[config.mk]
export PLATFORM = sky130hd
export DESIGN_NAME = software_timer_table_unit
export DESIGN_NICKNAME = d
export VERILOG_FILES = /design/src/stt_pkg.sv /design/src/stt_ram.sv /design/src/software_timer_table_unit.sv
export SDC_FILE = /design/constraint.sdc
export NUM_CORES = 2
export LEC_CHECK = 0
export ABC_AREA = 1
export CORE_MARGIN = 8
export CORE_UTILIZATION = 42
export DETAILED_ROUTE_END_ITERATION = 8
export DONT_BUFFER_PORTS = 1
export PLACE_DENSITY_LB_ADDON = 0.1
export SYNTH_ARGS = -nofsm -noshare
export SYNTH_HDL_FRONTEND = slang
export SYNTH_SLANG_ARGS = --single-unit
export TNS_END_PERCENT = 5
[constraint.sdc]
create_clock -name clk_i -period 13.49 [get_ports clk_i]
set_input_delay 4.047 -clock clk_i [delete_from_list [all_inputs] [get_ports clk_i]]
set_output_delay 4.047 -clock clk_i [all_outputs]
set_load 0.01 [all_outputs]
[src/stt_pkg.sv]
package stt_pkg;

  // Default sizes of the timer table
  localparam int unsigned SLOTS_DEF     = 32;
  localparam int unsigned MAX_FIRED_DEF = 16;

  // Operation codes of a request
  localparam logic [1:0] OP_ARM    = 2'd0;
  localparam logic [1:0] OP_CANCEL = 2'd1;
  localparam logic [1:0] OP_TICK   = 2'd2;

  // One request
  typedef struct packed {
    logic [1:0]  operation;
    logic [4:0]  timer_slot;
    logic [31:0] timeout;
  } stt_req_t;

  // One result
  typedef struct packed {
    logic        fired_valid;
    logic [4:0]  fired_slot;
    logic [63:0] now_ticks;
    logic        last;
  } stt_rsp_t;

endpackage

[src/stt_ram.sv]
module stt_ram #(
  parameter int unsigned WIDTH = 8,
  parameter int unsigned DEPTH = 32
) (
  input  logic                     clk_i,
  input  logic                     we_i,
  input  logic [$clog2(DEPTH)-1:0] waddr_i,
  input  logic [WIDTH-1:0]         wdata_i,
  input  logic [$clog2(DEPTH)-1:0] raddr_i,
  output logic [WIDTH-1:0]         rdata_o
);

  logic [WIDTH-1:0] mem_q [DEPTH];
  logic [WIDTH-1:0] rdata_q;

  // Write one entry, register the read data
  always_ff @(posedge clk_i) begin
    if (we_i) begin
      mem_q[waddr_i] <= wdata_i;
    end
    rdata_q <= mem_q[raddr_i];
  end

  assign rdata_o = rdata_q;

endmodule

[src/software_timer_table_unit.sv]
// Timer table: SLOTS one-shot timers kept as a singly linked list, with a
// 64-bit tick counter. Expiry times and links sit in two RAMs with one write
// port, one read port and a registered read; active flags and the list head
// are flip-flops. For an arm, a cancel of an idle or out-of-range slot and
// the unused code, the single result appears on the cycle after the request.
// Cancel of an active slot walks the list up to the slot. Tick walks the list
// one entry per cycle, since each entry's link read feeds the next read
// address. A fired slot is reported in the cycle after the walk finds the
// next fired slot; the final one is built in the flush state after the
// walk's last step and then registered, with last set. busy stays high for
// the whole walk; results cannot be held off and each is valid for exactly
// one cycle on rsp_valid_o.
module software_timer_table_unit #(
  parameter int unsigned SLOTS     = stt_pkg::SLOTS_DEF,
  parameter int unsigned MAX_FIRED = stt_pkg::MAX_FIRED_DEF
) (
  input  logic             clk_i,
  input  logic             rst_ni,
  input  logic             start,
  output logic             busy,
  input  stt_pkg::stt_req_t req_i,
  output logic             rsp_valid_o,
  output stt_pkg::stt_rsp_t rsp_o
);

  import stt_pkg::*;

  localparam int unsigned SW = $clog2(SLOTS);
  localparam int unsigned LW = $clog2(SLOTS + 1);
  localparam int unsigned NW = $clog2(MAX_FIRED + 1);
  localparam logic [LW-1:0] LINK_END  = LW'(SLOTS);
  localparam logic [NW-1:0] FIRED_MAX = NW'(MAX_FIRED);

  typedef enum logic [3:0] {
    S_IDLE  = 4'b0001,
    S_CWALK = 4'b0010,
    S_TWALK = 4'b0100,
    S_FLUSH = 4'b1000
  } stt_state_e;

  stt_state_e state_q, state_d;
  logic [63:0]    now_q, now_d;
  logic [LW-1:0]  head_q, head_d;
  logic [SLOTS-1:0] active_q, active_d;
  logic [LW-1:0]  steps_q, steps_d;
  logic [NW-1:0]  n_q, n_d;
  logic           pend_v_q, pend_v_d;
  logic [SW-1:0]  pend_slot_q, pend_slot_d;
  logic [LW-1:0]  cur_q, cur_d;
  logic [LW-1:0]  prev_q, prev_d;
  logic [SW-1:0]  slot_q, slot_d;
  logic           rsp_valid_q, rsp_valid_d;
  stt_rsp_t       rsp_q, rsp_d;

  // RAM ports
  logic [SW-1:0]  raddr;
  logic           link_we;
  logic [SW-1:0]  link_waddr;
  logic [LW-1:0]  link_wdata;
  logic [LW-1:0]  link_rdata;
  logic           exp_we;
  logic [63:0]    exp_wdata;
  logic [63:0]    exp_rdata;

  // Request decode
  logic           s_ok;
  logic [SW-1:0]  s_idx;
  logic [63:0]    delay_ext;
  logic           fired;
  logic [LW-1:0]  steps_nxt;
  logic [NW-1:0]  n_nxt;

  assign s_ok      = 32'(req_i.timer_slot) < 32'(SLOTS);
  assign s_idx     = SW'(req_i.timer_slot);
  assign delay_ext = 64'((req_i.timeout == '0) ? 32'd1 : req_i.timeout);
  assign fired     = exp_rdata <= now_q;
  assign steps_nxt = steps_q + LW'(1);
  assign n_nxt     = n_q + NW'(1);

  stt_ram #(.WIDTH(LW), .DEPTH(SLOTS)) u_link_ram (
    .clk_i  (clk_i),
    .we_i   (link_we),
    .waddr_i(link_waddr),
    .wdata_i(link_wdata),
    .raddr_i(raddr),
    .rdata_o(link_rdata)
  );

  stt_ram #(.WIDTH(64), .DEPTH(SLOTS)) u_expiry_ram (
    .clk_i  (clk_i),
    .we_i   (exp_we),
    .waddr_i(s_idx),
    .wdata_i(exp_wdata),
    .raddr_i(raddr),
    .rdata_o(exp_rdata)
  );

  // Sequence requests and list walks
  always_comb begin
    state_d     = state_q;
    now_d       = now_q;
    head_d      = head_q;
    active_d    = active_q;
    steps_d     = steps_q;
    n_d         = n_q;
    pend_v_d    = pend_v_q;
    pend_slot_d = pend_slot_q;
    cur_d       = cur_q;
    prev_d      = prev_q;
    slot_d      = slot_q;
    rsp_valid_d = 1'b0;
    rsp_d       = '{fired_valid: 1'b0, fired_slot: 5'd0, now_ticks: now_q, last: 1'b1};
    raddr       = cur_q[SW-1:0];
    link_we     = 1'b0;
    link_waddr  = prev_q[SW-1:0];
    link_wdata  = link_rdata;
    exp_we      = 1'b0;
    exp_wdata   = now_q + delay_ext;

    case (state_q)
      S_IDLE: begin
        if (start) begin
          case (req_i.operation)
            OP_ARM: begin
              rsp_valid_d = 1'b1;
              if (s_ok) begin
                exp_we = 1'b1;
                // Link an idle slot at the head, keep an active one in place
                if (!active_q[s_idx]) begin
                  link_we          = 1'b1;
                  link_waddr       = s_idx;
                  link_wdata       = head_q;
                  head_d           = LW'(s_idx);
                  active_d[s_idx]  = 1'b1;
                end
              end
            end
            OP_CANCEL: begin
              if (s_ok && active_q[s_idx]) begin
                slot_d  = s_idx;
                prev_d  = LINK_END;
                cur_d   = head_q;
                steps_d = '0;
                if (head_q < LINK_END) begin
                  raddr   = head_q[SW-1:0];
                  state_d = S_CWALK;
                end else begin
                  active_d[s_idx] = 1'b0;
                  rsp_valid_d     = 1'b1;
                end
              end else begin
                rsp_valid_d = 1'b1;
              end
            end
            OP_TICK: begin
              now_d    = now_q + 64'd1;
              prev_d   = LINK_END;
              cur_d    = head_q;
              steps_d  = '0;
              n_d      = '0;
              pend_v_d = 1'b0;
              raddr    = head_q[SW-1:0];
              state_d  = (head_q < LINK_END) ? S_TWALK : S_FLUSH;
            end
            default: begin
              rsp_valid_d = 1'b1;
            end
          endcase
        end
      end

      S_CWALK: begin
        if (cur_q[SW-1:0] == slot_q) begin
          // Unlink the target from its predecessor or the head
          if (prev_q >= LINK_END) begin
            head_d = link_rdata;
          end else begin
            link_we = 1'b1;
          end
          active_d[slot_q] = 1'b0;
          rsp_valid_d      = 1'b1;
          state_d          = S_IDLE;
        end else begin
          prev_d  = cur_q;
          cur_d   = link_rdata;
          steps_d = steps_nxt;
          if (link_rdata < LINK_END && steps_nxt < LINK_END) begin
            raddr = link_rdata[SW-1:0];
          end else begin
            active_d[slot_q] = 1'b0;
            rsp_valid_d      = 1'b1;
            state_d          = S_IDLE;
          end
        end
      end

      S_TWALK: begin
        if (fired) begin
          if (prev_q >= LINK_END) begin
            head_d = link_rdata;
          end else begin
            link_we = 1'b1;
          end
          active_d[cur_q[SW-1:0]] = 1'b0;
          // Release the previous fired slot, hold this one back
          if (pend_v_q) begin
            rsp_valid_d = 1'b1;
            rsp_d       = '{fired_valid: 1'b1, fired_slot: 5'(pend_slot_q),
                            now_ticks: now_q, last: 1'b0};
          end
          pend_v_d    = 1'b1;
          pend_slot_d = cur_q[SW-1:0];
          n_d         = n_nxt;
        end else begin
          prev_d = cur_q;
        end
        cur_d   = link_rdata;
        steps_d = steps_nxt;
        if (link_rdata < LINK_END && n_d < FIRED_MAX && steps_nxt < LINK_END) begin
          raddr = link_rdata[SW-1:0];
        end else begin
          state_d = S_FLUSH;
        end
      end

      S_FLUSH: begin
        rsp_valid_d = 1'b1;
        rsp_d       = '{fired_valid: pend_v_q,
                        fired_slot: pend_v_q ? 5'(pend_slot_q) : 5'd0,
                        now_ticks: now_q, last: 1'b1};
        pend_v_d    = 1'b0;
        state_d     = S_IDLE;
      end

      default: begin
        state_d = S_IDLE;
      end
    endcase
  end

  // Control state
  always_ff @(posedge clk_i or negedge rst_ni) begin
    if (!rst_ni) begin
      state_q     <= S_IDLE;
      now_q       <= '0;
      head_q      <= LINK_END;
      active_q    <= '0;
      steps_q     <= '0;
      n_q         <= '0;
      pend_v_q    <= 1'b0;
      rsp_valid_q <= 1'b0;
    end else begin
      state_q     <= state_d;
      now_q       <= now_d;
      head_q      <= head_d;
      active_q    <= active_d;
      steps_q     <= steps_d;
      n_q         <= n_d;
      pend_v_q    <= pend_v_d;
      rsp_valid_q <= rsp_valid_d;
    end
  end

  // Walk pointers and result payload
  always_ff @(posedge clk_i) begin
    pend_slot_q <= pend_slot_d;
    cur_q       <= cur_d;
    prev_q      <= prev_d;
    slot_q      <= slot_d;
    rsp_q       <= rsp_d;
  end

  assign busy        = (state_q != S_IDLE);
  assign rsp_valid_o = rsp_valid_q;
  assign rsp_o       = rsp_q;

  // A final result always lands after the walk has ended
  assert property (@(posedge clk_i) disable iff (!rst_ni)
    rsp_valid_o && rsp_o.last |-> state_q == S_IDLE)
    else $error("final result while a walk is running");

  // A non-final result only comes out of a tick walk
  assert property (@(posedge clk_i) disable iff (!rst_ni)
    rsp_valid_o && !rsp_o.last |-> state_q == S_TWALK || state_q == S_FLUSH)
    else $error("non-final result outside a tick walk");

  // A walk only visits real slots
  assert property (@(posedge clk_i) disable iff (!rst_ni)
    state_q == S_TWALK || state_q == S_CWALK |-> cur_q < LINK_END)
    else $error("walk on the end marker");

  // A tick never removes more than the fired limit
  assert property (@(posedge clk_i) disable iff (!rst_ni)
    state_q == S_TWALK |-> n_q < FIRED_MAX)
    else $error("fired limit exceeded");

endmodule

* After elaboration in Yosys (flattened, before gate mapping)
Memory sizes are Yosys's and may differ from the RTL's. A register that Yosys moved wholly into a read port is not among the register bits. Index checks and enable logic that the tools add are counted.
Storage, ports and cells: flip-flop bits (word level) 212, memory bits (writable) 2240, bits of input ports 42, output and inout port bits 73, word-level logic and storage cells 188, memories kept 2
Memories:
- u_expiry_ram.mem_q | words 32, width 64, read ports 1, clocked after memory_dff 1, wr ports 1, RTL line stt_ram.sv:13 | logic [WIDTH-1:0] mem_q [DEPTH];
- u_link_ram.mem_q | words 32, width 6, read ports 1, clocked after memory_dff 1, wr ports 1, RTL line stt_ram.sv:13
Cells by class: add/sub/neg operators 4, $lt $le $gt $ge 12, eq/ne operators 24, muxes and demuxes 102, bitwise logic cells 7, reduce and logical (&&, ||, !) cells 21
Operator list (count):
- 2-to-1 mux 32 bit | 8
- 2-to-1 mux 71 bit | 2
- one-hot mux 71 bit (2 select lines) | 1
- 2-to-1 mux 6 bit | 20
- bitwise AND 32 bit | 3
- NOT 32 bit | 3
- one-hot mux 32 bit (3 select lines) | 1
- 2-to-1 mux 5 bit | 15
- one-hot mux 6 bit (3 select lines) | 4
- adder 64 x 1 -> 64 bit (second input constant) | 1
- adder 64 x 32 -> 64 bit | 1
- <= comparator 64 bit | 1
- one-hot mux 32 bit (2 select lines) | 1
- one-hot mux 6 bit (2 select lines) | 3
- zero test 32 bit | 1
- bitwise OR 32 bit | 1
- 2-to-1 mux 4 bit | 7
- 2-to-1 mux 1 bit | 27
- one-hot mux 5 bit (2 select lines) | 2
- < comparator 5 x 6 -> 1 bit (second input constant) | 3
- < comparator 6 bit (second input constant) | 3
- AND reduction 6 bit | 3
- demux 1 bit (select 5 bit) | 3
- greater-or-equal comparator 5 x 1 -> 1 bit (second input constant) | 3
- 32 further kinds | 53

* Depth between registers and ports, before layout
depth in word-level cells 11, depth in mapped cells 32, depth with buffers taken out 30

* Hierarchy
A second synthesis with hierarchy kept.
Unflattened totals: cell total of the unflattened synthesis 9473, area, all modules 105686.4 um^2
By module, submodules not included:
- stt_ram (u_expiry_ram) | times used 1, cells each 6768, area an instance 83022.1 um^2, seq. area each 62780.2 um^2
- software_timer_table_unit | times used 1, cells each 2001, area an instance 14586.5 um^2, seq. area each 5062.4 um^2
- stt_ram (u_link_ram) | times used 1, cells each 704, area an instance 8077.7 um^2, seq. area each 5885.6 um^2

* Least setup slack after synthesis
No wires, ideal clock.
path kind input port to flip-flop, from input port req_i[20] (netlist name), to memory u_expiry_ram.mem_q[0][58], data pin, library setup time 0.371 ns, data arrival time 8.641 ns, data required time 13.119 ns, slack 4.478 ns, stages on the path 18, path buffers 0, cells stage by stage or4_1 o41ai_1 ha_1 inv_1 fa_1 nand3b_1 nand2_1 a21oi_1 o21ai_1 a21boi_0 o21ai_0 a21oi_1 o21ai_0 a21oi_1 or2_2 or2_2 nor2_1 xor2_1
On the way: longest elaborated chain between the ends 3
RTL lines:
- start, declared | RTL line software_timer_table_unit.sv:21 | input stt_pkg::stt_req_t req_i,
- zero test 32 bit | RTL line software_timer_table_unit.sv:75 | assign delay_ext = 64'((req_i.timeout == '0) ? 32'd1 : req_i.timeout);
- 2-to-1 mux 32 bit (*) | RTL line software_timer_table_unit.sv:75
- adder 64 x 32 -> 64 bit (*) | RTL line software_timer_table_unit.sv:118 | exp_wdata = now_q + delay_ext;
- net exp_wdata[58] | RTL line software_timer_table_unit.sv:62 | logic [63:0] exp_wdata;
- end, declared | RTL line stt_ram.sv:13
Mark *: on every way through the listed nets, which the timed path passes. The rest lies on a longest branch.

* Final worst setup path
from input port req_i[20] (netlist name), to memory u_expiry_ram.mem_q[23][58], data pin
Same word-level chain as after synthesis.

==> metrics.cfg <==
[setup_path]
critPathSlowestCell=xor2_2
critPathMaxStageDelay_ps=970
crit_fanout=32
required_ps=14030
crit_path_start_kind=input port
crit_top_cell=a21oi_1
arrival_ps=11770
critical_path_class=in2reg
reg2reg_setup_slack_ps=5610
end_kind=register
cp_cell_sequence=or4_1, o41ai_1, ha_1, inv_1, fa_1, nand3b_1, nand2_1, a21oi_1, o21ai_1, a21boi_0, o21ai_0, a21oi_1, buf_4, o21ai_0, a21oi_1, or2_2, or2_2, nor2_1, xor2_2

[sta]
drv_slew=0
setup_viol=0
timing.slew.headroom=0.106
hold_viol=0
fin_skew_ps=79.0
post-route-min-period_ps=11220
tightest_slew_ps=1340
max_freq_mhz=89.1
tns_ps=0
whs_ps=468
rsz0062_at_grt=no
period_share=0.832

[detailed_routing]
routedWlPerCell_um=28.2
drt_iter0_markers=8104
viasPerCell=5.88
dr.pass1.iters=8
drt_wl_total_um=364000
drcViolationCount=0
postRouteAntennaNets=0
num_vias=75737

[power]
ir_drop_mv=0.471
p_leak_uw=0.0436
cellPowerDensity_nw_per_um2=275

[clock_network]
clkSinkCount=2522
cts_max_level=5
cts_setup_buffers=0
cts_tree=done
ctsHoldBuffers=0
cts_buffers=290
clk_path_buf_depth=4
insertion_delay_ps=960
ctsResizeCount=0
cts-root-buf=clkbuf_16
path_clk_slew_ps=50

[yosys]
synth-seq-cells=2522
synth.distinct_cells=61
yosys_warnings=0
yosys.area.top_type_share=0.634
ys.flop_type=edfxtp_1
yosysSeqAreaShare=0.688
synthArstFlopShare=0.0472
syn-num-nets=9625
syn_area_um2=107000
synth_cells=9480
synth_edf_count=2262
avgSynthCellArea_um2=11.3
netlist_top_cells_count=3131 x nand3_1, 2262 x edfxtp_1, 1728 x nand2_1, 387 x inv_1, 353 x buf_2
synth_top_area_cell=edfxtp_1
synth_area_leaders=edfxtp_1 63%, nand3_1 15%, nand2_1 6.1%
post-synth-top-count-cell=nand3_1

[die]
dieArea_um2=272000
coreArea_um2=254000
dieWidth_um=521
fp-row-count=185
pin_count=115
die_y_um=521
start_util=0.422

[global_route]
grt_max_degree=199
grtUsageTotal=0.259
antenna_found_initial=4
grt_overflow=0
grt_pass1_vias=71351
grt_pass1_wl_um=518000

[final_layout]
area_growth_pct=12.0
utilization=0.473
drive_above_1_share=0.0756
nNetsFinal=9434
fillers=22735

[status]
status=complete, no violations

[placed_design]
hpwl_um=175000
gp_congestion=1.02
port_buffers=0

[flow_run]
max-cap-violations=0

[min_path]
min_path_type=reg2reg

[logic make-up (layout without fill, tap and decap cells)]
logic type | count (synthesis) | after routing | share of synthesized area
other | 0 | 11 | 0
flip-flops | 2522 | 2522 | 0.688
AO/OA/AOI/OAI | 357 | 357 | 0.0184
adder cells (fa/ha/maj) | 103 | 103 | 0.0121
XOR/XNOR | 130 | 130 | 0.0106
buffers and inverters | 1068 | 1087 | 0.0421
AND/OR/NAND/NOR | 5300 | 5300 | 0.229
[registers in the layout, indices dropped and copies added (netlist names), named ones only]
register	cells
steps_q	6
state_q	4
u_link_ram.rdata_o	6
head_q	6
cur_q	6
pend_slot_q	5
n_q	5
now_q	64
u_link_ram.mem_q	192
slot_q	5
pend_v_q	1
rsp_valid_o	1
u_expiry_ram.mem_q	2048
rsp_o	71
u_expiry_ram.rdata_o	64
prev_q	6
[cell type report]
type / count / area [um2] / share of cell area
clock inverter: 116 / 1020 / 0.00849
timing repair buffer: 179 / 1780 / 0.0148
clock buffer: 386 / 8070 / 0.0672
antenna: 11 / 27.5 / 0.000229
sequential: 2522 / 73700 / 0.614
tap: 3366 / 4210 / 0.0351
multi-input combinational: 5890 / 29700 / 0.247
inverter: 406 / 1540 / 0.0128
[layer usage]
metal  GRT usage  routed length, um  vias to the layer above  part of all wire
met5           0                  0                        -                 0
met4      0.0959              15300                        0             0.042
met3      0.0340              24100                      692             0.066
met2       0.429             173000                     3167              0.48
met1       0.351             151000                    38329              0.42
li1            -                  -                    33549                 -
[per-stage QoR]
stage                     power (uW)  setup WS, ps  instances  cell area [um2]
final                          33000          2270      12876           120000
after CTS                      33100          2610      12864           120000
after global routing           35000          2090      12871           120000
after floorplan                20500          4480       9480           107000
after global placement         25400          1660      12362           111000
after detailed placement       25500          1690      12362           111000
[layout by cell type, fill, tap and decap left out, types with 7 or more instances in the layout]
cell / count
nand2_1: 1725
xnor2_2: 9
nand3b_1: 74
edfxtp_1: 2262
buf_4: 144
a31oi_1: 8
a21oi_1: 149
nor3_1: 71
a22oi_1: 13
nand4_1: 26
clkbuf_1: 63
inv_2: 8
o211ai_1: 14
o21ai_0: 108
nor2_1: 169
dfxtp_1: 141
o21a_1: 12
clkinv_2: 42
clkbuf_16: 301
dfrtp_1: 117
nand3_1: 3131
inv_6: 7
bufinv_16: 18
buf_12: 34
nor2_4: 38
inv_1: 387
diode_2: 11
nor4_1: 23
clkbuf_8: 22
o21ai_4: 7
ha_1: 102
nor2_2: 7
xor2_2: 36
xor2_1: 81
clkinv_1: 52
o21ai_1: 18
[worst max-delay path: cells and delay by family]
| family | cells | cell delay, ps |
|---|---|---|
| xor+xnor | 1 | 970 |
| fa+ha+maj | 2 | 700 |
| simple gates | 6 | 2340 |
| buf+inv | 2 | 290 |
| compound gates | 8 | 3390 |
[where the power goes]
part | total (uW) | internal [uW] | switching (uW)
clock network | 7630 | 4530 | 3100
registers | 9280 | 9060 | 223
logic | 16100 | 4320 | 11800
[worst paths after layout]
kind / endpoint / startpoint / depth (start not counted)
max in group asynchronous: state_q[0] / rst_ni / 0
hold / removal: rsp_o[66] / pend_slot_q[1] / 2
setup / recovery: u_expiry_ram.mem_q[23][58] / req_i[20] / 19
min in group asynchronous: now_q[6] / rst_ni / 0
hold reg to reg: rsp_o[66] / pend_slot_q[1] / 2
setup reg to reg: u_expiry_ram.rdata_o[17] / now_q[45] / 22
No activity file was read; power rests on OpenSTA's default activity.
